===== config.mk =====
export PLATFORM = sky130hd
export DESIGN_NAME = metric_label_set_parser_flat
export DESIGN_NICKNAME = d
export VERILOG_FILES = /design/src/rtl/core/mlsp_pkg.sv /design/src/rtl/core/mlsp_if.sv /design/src/rtl/core/mlsp_step.sv /design/src/rtl/core/metric_label_set_parser.sv /design/src/flat_wrapper.sv
export SDC_FILE = /design/constraint.sdc
export NUM_CORES = 1
export LEC_CHECK = 0
export ABC_AREA = 1
export CAP_MARGIN = 20
export CORE_ASPECT_RATIO = 2
export CORE_UTILIZATION = 55
export DETAILED_ROUTE_END_ITERATION = 6
export DONT_BUFFER_PORTS = 1
export PLACE_DENSITY = 0.82
export SYNTH_ARGS = -nofsm -noshare
export SYNTH_HDL_FRONTEND = slang
export SYNTH_HIERARCHICAL = 1
export SYNTH_SLANG_ARGS = --single-unit

===== constraint.sdc =====
create_clock -name clk -period 1.95 [get_ports clk]
set_input_delay 0.2925 -clock clk [delete_from_list [all_inputs] [get_ports clk]]
set_output_delay 0.2925 -clock clk [all_outputs]
set_load 0.05 [all_outputs]

===== src/rtl/core/mlsp_pkg.sv =====
// package for the metric label set parser
// types, codes and character class helpers shared by the modules
// no dependencies
package mlsp_pkg;

  localparam int MaxLabelsDefault = 64;

  localparam logic [7:0] ChNul       = 8'h00;
  localparam logic [7:0] ChSpace     = 8'h20;
  localparam logic [7:0] ChQuote     = 8'h22;
  localparam logic [7:0] ChComma     = 8'h2c;
  localparam logic [7:0] ChEq        = 8'h3d;
  localparam logic [7:0] ChBackslash = 8'h5c;
  localparam logic [7:0] ChUnder     = 8'h5f;
  localparam logic [7:0] ChLbrace    = 8'h7b;
  localparam logic [7:0] ChRbrace    = 8'h7d;

  typedef enum logic [3:0] {
    GS_START        = 4'd0,
    GS_AFTER_NAME   = 4'd1,
    GS_KEY_OR_CLOSE = 4'd2,
    GS_EXPECT_EQ    = 4'd3,
    GS_EXPECT_QUOTE = 4'd4,
    GS_EXPECT_COMMA = 4'd5,
    GS_DONE         = 4'd6
  } gs_t;

  typedef enum logic [1:0] {
    LM_BETWEEN = 2'd0,
    LM_IDENT   = 2'd1,
    LM_QUOTED  = 2'd2,
    LM_ESCAPED = 2'd3
  } lm_t;

  typedef enum logic [1:0] {
    ST_BUSY     = 2'd0,
    ST_OK       = 2'd1,
    ST_SYNTAX   = 2'd2,
    ST_OVERFLOW = 2'd3
  } status_t;

  typedef enum logic [1:0] {
    ROLE_NONE  = 2'd0,
    ROLE_NAME  = 2'd1,
    ROLE_KEY   = 2'd2,
    ROLE_VALUE = 2'd3
  } role_t;

  typedef struct packed {
    gs_t     gs;
    lm_t     lm;
    status_t err;
  } parse_state_t;

  typedef struct packed {
    logic [7:0] out_byte;
    role_t      role;
    logic [5:0] label_index;
    status_t    status;
    logic       text_end;
  } result_t;

  function automatic logic is_letter(input logic [7:0] c);
    return c inside {[8'h61:8'h7a], [8'h41:8'h5a]};
  endfunction

  function automatic logic is_ident_tail(input logic [7:0] c);
    return is_letter(c) || (c inside {[8'h30:8'h39]}) || (c == ChUnder);
  endfunction

endpackage


===== src/rtl/core/mlsp_if.sv =====
// valid/ready channel interfaces for the metric label set parser
// mlsp_in_if carries one text byte, mlsp_out_if one result item; no dependencies
interface mlsp_in_if;
  logic       valid;
  logic       ready;
  logic [7:0] char_byte;

  modport source (output valid, output char_byte, input ready);
  modport sink (input valid, input char_byte, output ready);
endinterface

interface mlsp_out_if;
  logic       valid;
  logic       ready;
  logic [7:0] out_byte;
  logic [1:0] role;
  logic [5:0] label_index;
  logic [1:0] status;
  logic       text_end;

  modport source (output valid, output out_byte, output role, output label_index,
                  output status, output text_end, input ready);
  modport sink (input valid, input out_byte, input role, input label_index,
                input status, input text_end, output ready);
endinterface


===== src/rtl/core/mlsp_step.sv =====
// per-byte grammar and lexer decision of the metric label set parser
// next state and result for one byte; depends on mlsp_pkg
module mlsp_step #(
  parameter int MAX_LABELS = mlsp_pkg::MaxLabelsDefault,
  parameter int CNT_W      = $clog2(MAX_LABELS + 1)
) (
  input  logic [7:0]             char_byte,
  input  mlsp_pkg::parse_state_t st,
  input  logic [CNT_W-1:0]       cnt,
  output mlsp_pkg::parse_state_t st_nxt,
  output logic [CNT_W-1:0]       cnt_nxt,
  output mlsp_pkg::result_t      res
);
  import mlsp_pkg::*;

  logic at_end;
  logic handled;
  logic bad;

  assign at_end = (char_byte == ChNul);

  always_comb begin
    st_nxt          = st;
    cnt_nxt         = cnt;
    handled         = 1'b0;
    bad             = 1'b0;
    res.out_byte    = 8'h00;
    res.role        = ROLE_NONE;
    res.label_index = 6'(cnt);
    res.status      = ST_BUSY;
    res.text_end    = at_end;

    if (st.err != ST_BUSY) begin
      res.status = st.err;
    end else if (st.gs == GS_DONE) begin
      res.status = ST_OK;
    end else begin
      case (st.lm)
        LM_IDENT: begin
          if (is_ident_tail(char_byte)) begin
            res.role     = (st.gs == GS_AFTER_NAME) ? ROLE_NAME : ROLE_KEY;
            res.out_byte = char_byte;
            handled      = 1'b1;
          end else begin
            st_nxt.lm = LM_BETWEEN;
          end
        end
        LM_QUOTED: begin
          handled = 1'b1;
          if (at_end) begin
            st_nxt.err = ST_SYNTAX;
          end else if (char_byte == ChQuote) begin
            st_nxt.lm = LM_BETWEEN;
            st_nxt.gs = GS_EXPECT_COMMA;
            cnt_nxt   = cnt + CNT_W'(1);
          end else if (char_byte == ChBackslash) begin
            st_nxt.lm = LM_ESCAPED;
          end else begin
            res.role     = ROLE_VALUE;
            res.out_byte = char_byte;
          end
        end
        LM_ESCAPED: begin
          handled = 1'b1;
          if (at_end) begin
            st_nxt.err = ST_SYNTAX;
          end else begin
            res.role     = ROLE_VALUE;
            res.out_byte = char_byte;
            st_nxt.lm    = LM_QUOTED;
          end
        end
        default: begin
        end
      endcase

      if (!handled && char_byte != ChSpace) begin
        case (st.gs)
          GS_START: begin
            if (is_letter(char_byte)) begin
              st_nxt.lm    = LM_IDENT;
              st_nxt.gs    = GS_AFTER_NAME;
              res.role     = ROLE_NAME;
              res.out_byte = char_byte;
            end else if (char_byte == ChLbrace) begin
              st_nxt.gs = GS_KEY_OR_CLOSE;
            end else begin
              bad = 1'b1;
            end
          end
          GS_AFTER_NAME: begin
            if (char_byte == ChLbrace) begin
              st_nxt.gs = GS_KEY_OR_CLOSE;
            end else if (at_end) begin
              res.status = ST_OK;
            end else begin
              bad = 1'b1;
            end
          end
          GS_KEY_OR_CLOSE: begin
            if (char_byte == ChRbrace) begin
              st_nxt.gs = GS_DONE;
            end else if (is_letter(char_byte)) begin
              if (cnt >= CNT_W'(MAX_LABELS)) begin
                st_nxt.err = ST_OVERFLOW;
              end else begin
                st_nxt.lm    = LM_IDENT;
                st_nxt.gs    = GS_EXPECT_EQ;
                res.role     = ROLE_KEY;
                res.out_byte = char_byte;
              end
            end else begin
              bad = 1'b1;
            end
          end
          GS_EXPECT_EQ: begin
            if (char_byte == ChEq) begin
              st_nxt.gs = GS_EXPECT_QUOTE;
            end else begin
              bad = 1'b1;
            end
          end
          GS_EXPECT_QUOTE: begin
            if (char_byte == ChQuote) begin
              st_nxt.lm = LM_QUOTED;
            end else begin
              bad = 1'b1;
            end
          end
          GS_EXPECT_COMMA: begin
            if (char_byte == ChComma) begin
              st_nxt.gs = GS_KEY_OR_CLOSE;
            end else if (char_byte == ChRbrace) begin
              st_nxt.gs = GS_DONE;
            end else begin
              bad = 1'b1;
            end
          end
          default: begin
            bad = 1'b1;
          end
        endcase
        if (bad) begin
          st_nxt.err = ST_SYNTAX;
        end
      end

      if (st_nxt.err != ST_BUSY) begin
        res.status   = st_nxt.err;
        res.role     = ROLE_NONE;
        res.out_byte = 8'h00;
      end else if (st_nxt.gs == GS_DONE) begin
        res.status = ST_OK;
      end
    end

    // terminator restarts the parser
    if (at_end) begin
      st_nxt.gs  = GS_START;
      st_nxt.lm  = LM_BETWEEN;
      st_nxt.err = ST_BUSY;
      cnt_nxt    = '0;
    end
  end

endmodule


===== src/rtl/core/metric_label_set_parser.sv =====
// metric label set parser: one byte in, one result item out
// an accepted byte passes the input register, the step decision and the result register; one item per cycle
// while the output is not stalled, since the step decision between the two registers is combinational
// synchronous active-low reset returns the parser to the start state and empties both stages
// depends on mlsp_pkg, mlsp_if and mlsp_step
module metric_label_set_parser #(
  parameter int MAX_LABELS = mlsp_pkg::MaxLabelsDefault
) (
  input  logic              clk,
  input  logic              rst_n,
  mlsp_in_if.sink           in_ch,
  mlsp_out_if.source        out_ch
);
  import mlsp_pkg::*;

  localparam int CntW = $clog2(MAX_LABELS + 1);

  logic           in_valid_r;
  logic [7:0]     in_byte_r;
  logic           out_valid_r;
  result_t        res_r;
  parse_state_t   st_r;
  parse_state_t   st_nxt;
  logic [CntW-1:0] cnt_r;
  logic [CntW-1:0] cnt_nxt;
  result_t        res_nxt;
  logic           advance;

  assign advance     = in_valid_r && (!out_valid_r || out_ch.ready);
  assign in_ch.ready = !in_valid_r || advance;

  mlsp_step #(
    .MAX_LABELS (MAX_LABELS),
    .CNT_W      (CntW)
  ) u_step (
    .char_byte (in_byte_r),
    .st        (st_r),
    .cnt       (cnt_r),
    .st_nxt    (st_nxt),
    .cnt_nxt   (cnt_nxt),
    .res       (res_nxt)
  );

  always_ff @(posedge clk) begin
    if (!rst_n) begin
      in_valid_r  <= 1'b0;
      out_valid_r <= 1'b0;
      st_r.gs     <= GS_START;
      st_r.lm     <= LM_BETWEEN;
      st_r.err    <= ST_BUSY;
      cnt_r       <= '0;
    end else begin
      if (in_ch.ready) begin
        in_valid_r <= in_ch.valid;
      end
      if (advance) begin
        out_valid_r <= 1'b1;
        st_r        <= st_nxt;
        cnt_r       <= cnt_nxt;
      end else if (out_ch.ready) begin
        out_valid_r <= 1'b0;
      end
    end
  end

  // payload
  always_ff @(posedge clk) begin
    if (in_ch.ready && in_ch.valid) begin
      in_byte_r <= in_ch.char_byte;
    end
    if (advance) begin
      res_r <= res_nxt;
    end
  end

  assign out_ch.valid       = out_valid_r;
  assign out_ch.out_byte    = res_r.out_byte;
  assign out_ch.role        = res_r.role;
  assign out_ch.label_index = res_r.label_index;
  assign out_ch.status      = res_r.status;
  assign out_ch.text_end    = res_r.text_end;

endmodule

===== src/flat_wrapper.sv =====
// flat-port wrapper written by rule: the top's interface ports become plain ports
module metric_label_set_parser_flat import mlsp_pkg::*;
#(
  parameter int MAX_LABELS = mlsp_pkg::MaxLabelsDefault
)
  (clk, rst_n, in_ch_valid, in_ch_char_byte, in_ch_ready, out_ch_valid, out_ch_out_byte, out_ch_role, out_ch_label_index, out_ch_status, out_ch_text_end, out_ch_ready);
  mlsp_in_if in_ch_i ();
  mlsp_out_if out_ch_i ();
  input  logic clk;
  input  logic rst_n;
  input wire logic [$bits(in_ch_i.valid)-1:0] in_ch_valid;
  input wire logic [$bits(in_ch_i.char_byte)-1:0] in_ch_char_byte;
  output wire logic [$bits(in_ch_i.ready)-1:0] in_ch_ready;
  output wire logic [$bits(out_ch_i.valid)-1:0] out_ch_valid;
  output wire logic [$bits(out_ch_i.out_byte)-1:0] out_ch_out_byte;
  output wire logic [$bits(out_ch_i.role)-1:0] out_ch_role;
  output wire logic [$bits(out_ch_i.label_index)-1:0] out_ch_label_index;
  output wire logic [$bits(out_ch_i.status)-1:0] out_ch_status;
  output wire logic [$bits(out_ch_i.text_end)-1:0] out_ch_text_end;
  input wire logic [$bits(out_ch_i.ready)-1:0] out_ch_ready;
  assign in_ch_i.valid = in_ch_valid;
  assign in_ch_i.char_byte = in_ch_char_byte;
  assign in_ch_ready = in_ch_i.ready;
  assign out_ch_valid = out_ch_i.valid;
  assign out_ch_out_byte = out_ch_i.out_byte;
  assign out_ch_role = out_ch_i.role;
  assign out_ch_label_index = out_ch_i.label_index;
  assign out_ch_status = out_ch_i.status;
  assign out_ch_text_end = out_ch_i.text_end;
  assign out_ch_i.ready = out_ch_ready;
  metric_label_set_parser #(.MAX_LABELS(MAX_LABELS)) u_core (.clk(clk), .rst_n(rst_n), .in_ch(in_ch_i), .out_ch(out_ch_i));
endmodule

# ---- Word-level counts from Yosys, hierarchy flattened
# Cells that the tools add are included.
# Widths: inputs -> output; s select.
dict set report word_totals {
  wordCells 146
  out_inout_bits 21
  ff_bits 44
  inputBits 12
}
dict set report classes {
  addsub 1
  n_mux 81
  order_cmp 7
  n_reduce_logical 25
  n_eq_ne 20
}
# op count
set op_table {}
lappend op_table {{$mux 10} 10}
lappend op_table {{$mux 8} 7}
lappend op_table {{$mux 4} 9}
lappend op_table {{$mux 7} 5}
lappend op_table {{$eq 8x7->1 const B} 4}
lappend op_table {{$mux 2} 16}
lappend op_table {{$mux 6} 5}
lappend op_table {{$pmux 10 s3} 1}
lappend op_table {{$eq 8x6->1 const B} 3}
lappend op_table {{$mux 1} 22}
lappend op_table {{$pmux 10 s2} 1}
lappend op_table {{$pmux 4 s5} 1}
lappend op_table {{$eq 4x3->1 const B} 4}
lappend op_table {{$ge 8x7->1 const B} 2}
lappend op_table {{$le 8x7->1 const B} 2}
lappend op_table {{$pmux 2 s3} 2}
lappend op_table {{$reduce_bool 2->1} 6}
lappend op_table {{$eq 4x2->1 const B} 2}
lappend op_table {{$ge 8x6->1 const B} 1}
lappend op_table {{$le 8x6->1 const B} 1}
lappend op_table {{$logic_not 8->1} 1}
lappend op_table {{$ne 8x6->1 const B} 1}
lappend op_table {{$add 7x1->7 const B} 1}
lappend op_table {{$ge 7x7->1 const B} 1}
lappend op_table {{14 further kinds} 26}

# ---- Longest topological paths before layout
# Gate-level depths: netlist of run 1.
dict set report logic_depth {
  depth_word 23
  ltp_mapped 19
  depth_no_buf 19
}

# ---- By module
# Netlist of run 1, hierarchy kept.
# module n_inst cells_per_inst seq_area_each_um2 area_each_um2
set by_module_without_submodules {}
lappend by_module_without_submodules {metric_label_set_parser 1 138 1151.1 1699.1}
lappend by_module_without_submodules {mlsp_step 1 264 0.0 1377.6}

# ---- Least setup slack after synthesis of run 1
# No wires, ideal clock.
dict set report synth_path {
  path_type {register to register}
  start {register u_core.in_byte_r[0]}
  end {register u_core.res_r, in the netlist u_core/out_ch.status[0] (data pin)}
  stages_incl_launch_ff 19
  path_buffers 0
  required_time_ns 1.698
  setup_slack_ns -0.042
  t_arrival_ns 1.740
  synth_period_minus_slack_ns 1.992
  cell_sequence {edfxtp_1 nor2_2 nand3_2 nand3_2 nand2_2 inv_2 nand3_2 nand2_4 nand3_2 inv_2 nand2_2 nand2_1 nor2_1 nand2_1 nand2_1 nand2_1 nand2_1 nand2_1 nand2_1}
}
# element line
set synth_rtl {}
lappend synth_rtl {{start, declared} metric_label_set_parser.sv:19} ;# logic [7:0] in_byte_r;
lappend synth_rtl {{start signal, assigned} metric_label_set_parser.sv:69} ;# in_byte_r <= in_ch.char_byte;
lappend synth_rtl {{end signal, assigned} metric_label_set_parser.sv:72} ;# res_r <= res_nxt;
lappend synth_rtl {{end, declared} metric_label_set_parser.sv:21} ;# result_t res_r;

==> results of run 1 <==
[metrics by stage]
stage	utilization	TNS, ns	instances
6_report	0.7862	-9.390	559
5_1_grt	0.7862	-15.82	559
4_1_cts	0.7491	-4.879	549
3_5_place_dp	0.6706	-6.443	526
3_3_place_gp	0.6706	-5.568	526
2_1_floorplan	-	-0.1193	402
[logic make-up (layout without fill, tap and decap cells)]
kind of cell / count (synthesis) / after routing
AO/OA/AOI/OAI: 59 / 59
adder cells (fa/ha/maj): 2 / 2
buffers and inverters: 89 / 185
flip-flops: 44 / 44
AND/OR/NAND/NOR: 208 / 209
[layer usage]
metal,up-vias,track usage,share of wire
li1,1494,-,-
met2,178,0.5904,0.53
met5,-,0,0
met1,1504,0.3200,0.31
met3,78,0.09040,0.067
met4,0,0.3150,0.094
[flip-flops by register name (all words and copies together), names as in the netlist]
signal / cells
u_core/out_ch.text_end: 1
u_core/out_ch.role: 2
u_core/out_ch.label_index: 6
u_core/out_ch.valid: 1
u_core/in_byte_r: 8
u_core/out_ch.out_byte: 8
u_core/out_ch.status: 2
u_core/st_r: 8
u_core/cnt_r: 7
u_core/in_valid_r: 1
[worst paths after layout]
| path | from | end | slack, ns | cells after the start |
|---|---|---|---|---|
| worst min-delay path | in_ch_char_byte[4] | u_core/in_byte_r[4] | 0.08 | 0 |
| worst max register to register | u_core/in_byte_r[0] | u_core/out_ch.status[0] | -0.45 | 16 |
| worst min register to register | u_core/in_valid_r | u_core/out_ch.valid | 0.51 | 2 |
| worst max-delay path | u_core/in_byte_r[0] | u_core/out_ch.status[0] | -0.45 | 16 |
[final cells by class]
class	instances	area share
well taps	60	0.01762
clock inverters	2	0.002936
repair buffers	104	0.1920
clock buffers	6	0.01703
flip-flops and latches	44	0.2701
multi-input cells	270	0.4331
inverters	73	0.06723
[power by group]
part,switching [mW],total (mW),internal [mW]
combinational,0.526,0.893,0.367
clock,0.318,0.568,0.251
sequential,0.116,1.17,1.05
total,0.960,2.63,1.67
[synth_stat cells (8+ instances only)]
cell type / count
inv_1: 61
nand2_2: 9
nor2_2: 17
edfxtp_1: 27
nor2_1: 32
nand3_2: 19
nand2_1: 85
dfxtp_1: 17
a21oi_1: 31
nand3_1: 19
inv_2: 12
buf_4: 8
[repair_timing]
| action | CTS | global route |
|---|---|---|
| cloned | 1 | 0 |
| setup endpoints to repair | 26 | 27 |
| setup buffers | 14 | 11 |
| pin swaps | 30 | 34 |
| hold buffers | 0 | 0 |
| resized for setup | 57 | 38 |
[cells in the final DEF, fill, tap and decap left out, drive strengths merged, types with 4 or more instances in the layout]
cell type  instances
nor2              51
buf              104
nor3              10
edfxtp            27
clkbuf             6
nand4              8
a211oi             4
a21oi             34
dfxtp             17
nand3             38
inv               73
nand2             97
nor4               4
o21ai              9
==> flow_metrics.env, run 1 <==
export IMPL_status="complete, but fails checks"
export IMPL_violations="setup timing"
export IMPL_grtUsageTotal=0.3531
export IMPL_p_leak_nw=1.946
export IMPL_post_route_cell_area_um2=4262
export IMPL_min_period_ns=2.398
export IMPL_cp_required_ns=2.12
export IMPL_totalWireLength_um=10220
export IMPL_fp_coreArea_um2=5420
export IMPL_die_h_um=107.8
export IMPL_cpMostUsedCell="nand2_1"
export IMPL_ir_drop_mv=0.6109
export IMPL_dp_slack_ns=-0.3846
export IMPL_h_tree_depth=2
export IMPL_antenna_found_initial=0
export IMPL_syn_cell_area_um2=3077
export IMPL_first_pass_iters=4
export IMPL_clk_pin_slew_worst_paths_ns=0.08
export IMPL_synth_seq_area_share=0.3741
export IMPL_synth_top_family_by_area="simple AND/OR/NAND/NOR gates"
export IMPL_arrival_ns=2.57
export IMPL_port_buffers=0
export IMPL_grt_pass1_vias=3283
export IMPL_drtIter0Drc=199
export IMPL_synth_simple_area_share=0.3688
export IMPL_worstSkewPairLatency_ns=0.30
export IMPL_cts_sinks=44
export IMPL_cap_violations=0
export IMPL_antenna_left=0
export IMPL_num_vias=3254
export IMPL_die_w_um=54.89
export IMPL_num_rows=38
export IMPL_p_total_mw=2.630
export IMPL_cts_made_buffers=5
export IMPL_drive_gt1_frac=0.4810
export IMPL_hold_path_class="in -> reg"
export IMPL_post_route_drc_count=0
export IMPL_synth_area_leaders="edfxtp_1 26%, dfxtp_1 11%, nand2_1 10%"
export IMPL_synth_top_area_frac=0.2635
export IMPL_dp_hpwl_um=6562
export IMPL_powerDensity_nw_per_um2=617.1
export IMPL_cp_max_fo=5
export IMPL_multi_input_area_um2=1846
export IMPL_worstMarginPinSlew_ns=0.7047
export IMPL_area_growth_pct=38.51
export IMPL_cts_tree="built"
export IMPL_hold_worst_slack_ns=0.07939
export IMPL_final_max_slew_violation_count=0
export IMPL_cts_max_path_buffers=2
export IMPL_io_pins=33
export IMPL_max_stage_delay_ns=0.51
export IMPL_syn_num_nets=416
export IMPL_synth_cell_types=40
export IMPL_gp_congestion=0.9039
export IMPL_synth_edf_count=27
export IMPL_ys_ff_latch=44
export IMPL_wl_per_cell_um=18.28
export IMPL_num_antenna_cells=0
export IMPL_crit_path_end_kind="register"
export IMPL_via_per_inst=5.821
export IMPL_max_freq_ghz=0.4170
export IMPL_die_area_um2=5915
export IMPL_yosys_warnings=6
export IMPL_syn_instance_count=402
export IMPL_critPathBufInv=2
export IMPL_postSynth_asyncResetShare=0
export IMPL_synth_compound_area_frac=0.1155
export IMPL_synth_area_per_cell_um2=7.653
export IMPL_yosysTopAreaCell="edfxtp_1"
export IMPL_final_fill_count=338
export IMPL_cp_start_kind="register"
export IMPL_grt_start_max_net_pins=32
export IMPL_path_delay_family="simple AND/OR/NAND/NOR gates"
export IMPL_max_slew_margin=0.5258
export IMPL_setup_slack_ns=-0.4481
export IMPL_muxShareOfSynthArea=0
export IMPL_synth_ff_type="edfxtp_1"
export IMPL_root_buffer="clkbuf_8"
export IMPL_path_cells="inv_2 > nand2_1 > nor2_4 > nand3_4 > buf_6 > nand2_1 > o21ai_1 > nand2_2 > nand4_1 > a21oi_2 > nand2_1 > nand2_1 > nand2_1 > nand2_1 > nand2_1 > nand2_2"
export IMPL_initial_utilization=0.5676
export IMPL_hold_viol_final=0
export IMPL_critPathKind="reg -> reg"
export IMPL_num_nets_final=512
export IMPL_post_dp_cell_area_um2=3635
export IMPL_fin_crit_sh=1.230
export IMPL_finClkSkew_ns=0.003959
export IMPL_setup_viol=27
export IMPL_critPathSlowestCell="edfxtp_1"
export IMPL_synth_xor_area_frac=0
export IMPL_rsz0062_at_grt="true"
export IMPL_grt_pass1_wl_um=14860
export IMPL_overflow=0
export IMPL_regArea_um2=1151
export IMPL_synthAdderAreaFrac=0.008133
Power figures use the tool's default switching activity.
==> run 2: changes to the inputs <==
Settings changed: GPL_ROUTABILITY_DRIVEN from default to 0, PLACE_DENSITY 0.82 to 0.79.
Clock period 1.95 ns to 3.09 ns, I/O delays scaled along.
==> flow_metrics.env, run 2 (synthesis results as in run 1) <==
export IMPL_worstMarginPinSlew_ns=0.7058
export IMPL_cts_sinks=44
export IMPL_critPathBufInv=2
export IMPL_hold_buffers=0
export IMPL_worstReg2RegEnd="u_core/cnt_r[6]"
export IMPL_stdcell_count=459
export IMPL_grtUsageTotal=0.3114
export IMPL_hold_viol_final=0
export IMPL_r2r_cells=13
export IMPL_totalWireLength_um=7730
export IMPL_power_frac_comb=0.225
export IMPL_setup_viol=0
export IMPL_setup_tns_ns=0
export IMPL_max_freq_ghz=0.3807
export IMPL_die_w_um=54.89
export IMPL_cts_tree="built"
export IMPL_die_area_um2=5915
export IMPL_startpoint="u_core/in_byte_r[0]"
export IMPL_worstSkewPairLatency_ns=0.32
export IMPL_root_buffer="clkbuf_8"
export IMPL_fin_crit_sh=0.8502
export IMPL_switchingPower_mw=0.5305
export IMPL_num_nets_final=410
export IMPL_antenna_found_initial=1
export IMPL_port_buffers=0
export IMPL_seqPwrFrac=0.493
export IMPL_cp_start_kind="register"
export IMPL_hold_start="in_ch_char_byte[2]"
export IMPL_overflow=0
export IMPL_finClkSkew_ns=0.01046
export IMPL_clk_pin_slew_worst_paths_ns=0.08
export IMPL_num_rows=38
export IMPL_layout_commonest_cell="nand2_1"
export IMPL_reg2reg_slack_ns=0.46
export IMPL_final_fill_count=513
export IMPL_arrival_ns=2.84
export IMPL_crit_path_end_kind="register"
export IMPL_wl_per_cell_um=16.84
export IMPL_fp_coreArea_um2=5420
export IMPL_area_growth_pct=2.643
export IMPL_final_max_slew_violation_count=0
export IMPL_p_total_mw=1.514
export IMPL_status="finished clean"
export IMPL_min_period_ns=2.627
export IMPL_cp_max_fo=8
export IMPL_ir_drop_mv=0.3981
export IMPL_grt_start_max_net_pins=32
export IMPL_drtIter0Drc=118
export IMPL_critPathKind="reg -> reg"
export IMPL_initial_utilization=0.5676
export IMPL_final_util=0.5826
export IMPL_dp_hpwl_um=5827
export IMPL_cp_endpoint="u_core/cnt_r[6]"
export IMPL_cts_made_buffers=5
export IMPL_sw_frac_of_total=0.3503
export IMPL_grt_pass1_vias=2707
export IMPL_p_leak_nw=1.427
export IMPL_post_cts_resized=0
export IMPL_num_vias=2746
export IMPL_drive_gt1_frac=0.2166
export IMPL_cts_max_path_buffers=2
export IMPL_first_pass_iters=5
export IMPL_post_route_drc_count=0
export IMPL_grt_pass1_wl_um=12860
export IMPL_via_per_inst=5.983
export IMPL_post_cts_buffers=0
export IMPL_path_cells="inv_1 > nand2_1 > nor2_1 > nand3_2 > nor2_1 > and3_1 > nand4_1 > o21ai_1 > a21oi_1 > inv_1 > nand3_2 > nand2_1 > nor2_2"
export IMPL_powerDensity_nw_per_um2=479.5
export IMPL_cp_required_ns=3.31
export IMPL_clock_power_share=0.282
export IMPL_cp_depth=13
export IMPL_h_tree_depth=2
export IMPL_max_stage_delay_ns=0.45
export IMPL_io_pins=33
export IMPL_antenna_left=0
export IMPL_path_delay_family="simple AND/OR/NAND/NOR gates"
export IMPL_die_h_um=107.8
export IMPL_rsz0062_at_grt="false"
export IMPL_cap_violations=0
export IMPL_layout_common_cells="85 x nand2_1, 61 x inv_1, 32 x nor2_1"
export IMPL_max_slew_margin=0.5278
export IMPL_worstReg2RegStart="u_core/in_byte_r[0]"
export IMPL_hold_path_class="in -> reg"
export IMPL_p_int_mw=0.9838
export IMPL_critPathSlowestCell="edfxtp_1"
export IMPL_dp_cells=449
[run 2: power groups by stage]
stage          logic [mW]  registers, mW  clock network [mW]
2_1_floorplan       0.284          0.751                   0
3_3_place_gp        0.323          0.759                   0
3_5_place_dp        0.331          0.760                   0
4_1_cts             0.332          0.747               0.432
5_1_grt             0.377          0.754               0.464
6_report            0.341          0.746               0.426
[run 2: final cells by class]
cell class              instances  area [um2]  area share
flip-flops and latches         44        1151      0.3645
diodes                          2       5.005    0.001585
well taps                      60       75.07     0.02377
inverters                      73       274.0     0.08677
multi-input cells             269        1519      0.4810
repair buffers                  3       22.52    0.007132
clock inverters                 2       17.52    0.005547
clock buffers                   6       93.84     0.02971
[run 2: worst reg2reg max path: stages, from the launching register on]
cell	delay [ns]
edfxtp_1	0.45
inv_1	0.22
nand2_1	0.09
nor2_1	0.18
nand3_2	0.19
nor2_1	0.42
and3_1	0.33
nand4_1	0.17
o21ai_1	0.16
a21oi_1	0.05
inv_1	0.07
nand3_2	0.06
nand2_1	0.10
nor2_2	0.03
[run 2: per-stage QoR]
stage / setup WS, ns / hold slack [ns] / area (um2)
6_report: 0.4629 / 0.2396 / 3158
4_1_cts: 0.6012 / 0.2361 / 3153
3_3_place_gp: 0.6720 / 0.5051 / 3042
3_5_place_dp: 0.6429 / 0.5075 / 3042
5_1_grt: 0.3076 / 0.2195 / 3156
2_1_floorplan: 1.098 / 0.4847 / 3077
[run 2: per-layer routing]
layer  up-vias  wire length [um]  track usage
met1      1282              2454       0.2933
li1       1295                 -            -
met2       119              4224       0.5026
met5         -                 0            0
met3        50               425       0.1102
met4         0               626       0.2546
[run 2: worst min path at each step]
stage	end	slack, ns	depth (start not counted)
finish	u_core/in_byte_r[2]	0.24	0
global route	u_core/in_byte_r[0]	0.22	0
CTS	u_core/in_byte_r[0]	0.24	0
detailed placement	u_core/st_r[1]	0.51	2
global placement	u_core/out_ch.label_index[2]	0.51	0
floorplan	u_core/st_r[1]	0.48	2
==> run 3: changes to the inputs <==
Settings changed: SYNTH_HIERARCHICAL 1 to default.
==> flow_metrics.env, run 3 <==
export IMPL_cp_required_ns=3.17
export IMPL_yosys_warnings=0
export IMPL_num_vias=2294
export IMPL_hold_worst_slack_ns=0.2443
export IMPL_h_tree_depth=2
export IMPL_layout_commonest_cell="nand2_1"
export IMPL_ir_drop_mv=0.4168
export IMPL_p_total_mw=1.240
export IMPL_cp_start_kind="register"
export IMPL_syn_cell_area_um2=2595
export IMPL_port_buffers=0
export IMPL_antenna_left=0
export IMPL_r2r_cells=16
export IMPL_startpoint="u_core.in_byte_r[0]"
export IMPL_die_w_um=50.57
export IMPL_grtUsageTotal=0.2828
export IMPL_switchingPower_mw=0.3548
export IMPL_die_h_um=99.14
export IMPL_regArea_um2=1151
export IMPL_rsz0062_at_grt="false"
export IMPL_dp_hpwl_um=4833
export IMPL_fin_crit_sh=0.8286
export IMPL_status="finished clean"
export IMPL_cts_max_path_buffers=2
export IMPL_first_pass_iters=4
export IMPL_postSynth_asyncResetShare=0
export IMPL_worstMarginPinSlew_ns=0.5835
export IMPL_powerDensity_nw_per_um2=446.8
export IMPL_critPathKind="reg -> reg"
export IMPL_totalWireLength_um=6240
export IMPL_ys_ff_latch=44
export IMPL_post_route_drc_count=0
export IMPL_critPathSlowestCell="edfxtp_1"
export IMPL_antenna_found_initial=1
export IMPL_final_max_slew_violation_count=0
export IMPL_arrival_ns=2.64
export IMPL_crit_path_end_kind="register"
export IMPL_min_period_ns=2.561
export IMPL_final_util=0.6096
export IMPL_synth_cell_types=40
export IMPL_num_nets_final=354
export IMPL_stdcell_count=397
export IMPL_max_freq_ghz=0.3905
export IMPL_dp_cells=388
export IMPL_synth_ff_type="edfxtp_1"
export IMPL_drtIter0Drc=101
export IMPL_io_pins=33
export IMPL_worstSkewPairLatency_ns=0.31
export IMPL_cpMostUsedCell="nand2_1"
export IMPL_power_frac_comb=0.093
export IMPL_setup_tns_ns=0
export IMPL_syn_instance_count=335
export IMPL_hold_buffers=0
export IMPL_post_cts_resized=0
export IMPL_syn_num_nets=349
export IMPL_multi_input_area_um2=1260
export IMPL_grt_start_max_net_pins=17
export IMPL_layout_common_cells="103 x nand2_1, 40 x inv_1, 37 x nor2_1"
export IMPL_synth_area_per_cell_um2=7.746
export IMPL_p_int_mw=0.8856
export IMPL_min_to="u_core.in_byte_r[0]"
export IMPL_synth_top_area_frac=0.3124
export IMPL_path_cells="inv_1 > nand2_1 > nor2_1 > nand3_2 > nand2_1 > nand3_1 > nand2_1 > nand4_1 > nand2_1 > nand2_1 > nand2_1 > o21bai_1 > nand2_1 > nand2_1 > nand2_1 > nand2_1"
export IMPL_grt_pass1_vias=2291
export IMPL_post_cts_buffers=0
export IMPL_worstReg2RegStart="u_core.in_byte_r[0]"
export IMPL_num_rows=35
export IMPL_final_fill_count=444
export IMPL_hold_start="in_ch_char_byte[0]"
export IMPL_max_stage_delay_ns=0.49
export IMPL_clk_pin_slew_worst_paths_ns=0.09
export IMPL_cts_made_buffers=5
export IMPL_synth_seq_area_share=0.4436
export IMPL_clock_power_share=0.344
export IMPL_seqPwrFrac=0.564
export IMPL_synth_edf_count=27
export IMPL_yosysMostFrequentCell="nand2_1"
export IMPL_overflow=0
export IMPL_root_buffer="clkbuf_8"
export IMPL_min_path_cells=0
export IMPL_synth_area_leaders="edfxtp_1 31%, nand2_1 15%, dfxtp_1 13%"
export IMPL_cts_tree="built"
export IMPL_via_per_inst=5.778
export IMPL_max_slew_margin=0.6099
export IMPL_fp_coreArea_um2=4554
export IMPL_worstReg2RegEnd="u_core.out_ch.status[0]"
export IMPL_p_leak_nw=1.172
export IMPL_sw_frac_of_total=0.2860
export IMPL_finClkSkew_ns=0.007763
export IMPL_setup_viol=0
export IMPL_initial_utilization=0.5698
export IMPL_die_area_um2=5014
export IMPL_wl_per_cell_um=15.72
export IMPL_hold_path_class="in -> reg"
export IMPL_hold_viol_final=0
export IMPL_cap_violations=0
export IMPL_drive_gt1_frac=0.1232
export IMPL_area_growth_pct=6.991
export IMPL_reg2reg_slack_ns=0.53
export IMPL_cts_sinks=44
export IMPL_grt_pass1_wl_um=10420
export IMPL_synth_common_cells="103 x nand2_1, 40 x inv_1, 37 x nor2_1"
export IMPL_cp_max_fo=10
export IMPL_yosysTopAreaCell="edfxtp_1"
[run 3: cell types whose count changed after synthesis, sizes merged, moves of 3 or more]
cell,previous run,this run
nand2,96,108
a21oi,34,18
nand4,8,4
nand3,38,27
nor3,10,13
nor2,51,42
buf,14,1
inv,73,46
[run 3: metal layers]
layer  vias up  global-route usage  part of all wire
li1       1115                   -                 -
met1      1064              0.2554              0.34
met2        72              0.5200              0.55
met3        43             0.03976             0.029
met4         0              0.2415             0.086
met5         -                   0                 0
[run 3: power groups by stage]
stage | Sequential (mW) | Combinational (mW) | Clock [mW]
final | 0.699 | 0.115 | 0.426
after global routing | 0.702 | 0.129 | 0.444
after CTS | 0.700 | 0.114 | 0.425
after detailed placement | 0.713 | 0.113 | 0
after global placement | 0.713 | 0.112 | 0
after floorplan | 0.707 | 0.0898 | 0
[run 3: final cells by class]
class,instances,area share
Antenna cell,1,0.0009013
Clock buffer,6,0.03380
Clock inverter,2,0.006309
Inverter,46,0.06309
Multi-Input combinational cell,242,0.4538
Sequential cell,44,0.4146
Tap cell,55,0.02479
Timing Repair Buffer,1,0.002704
[run 3: worst max path at each step]
stage | slack [ns] | cells after the start | to
global route | 0.37 | 13 | u_core.out_ch.out_byte[6]
finish | 0.53 | 16 | u_core.out_ch.status[0]
floorplan | 0.27 | 8 | u_core.cnt_r[5]
detailed placement | 0.61 | 16 | u_core.out_ch.status[0]
CTS | 0.57 | 13 | u_core.out_ch.out_byte[6]
global placement | 0.64 | 16 | u_core.out_ch.status[0]
[run 3: stage by stage]
step	area, um2	setup WS, ns
detailed placement	2663	0.6112
global placement	2663	0.6359
global route	2776	0.3686
CTS	2774	0.5732
finish	2776	0.5295
floorplan	2595	0.2701
[run 3: cells by family (layout without fill, tap and decap cells)]
family          count (synthesis)  in the layout  synth area share
xor+xnor                        2              2          0.006751
simple gates                  199            199            0.3693
fa+ha+maj                       2              2          0.009642
other cells                     0              1                 0
flops                          44             44            0.4436
compound gates                 39             39           0.09836
buf+inv                        49             55           0.07232
[run 3: critical path: cells and delay by family (launching register included)]
kind,cells,cell delay (ns)
simple gates,14,1.56
buf+inv,1,0.19
flops,1,0.49
compound gates,1,0.09
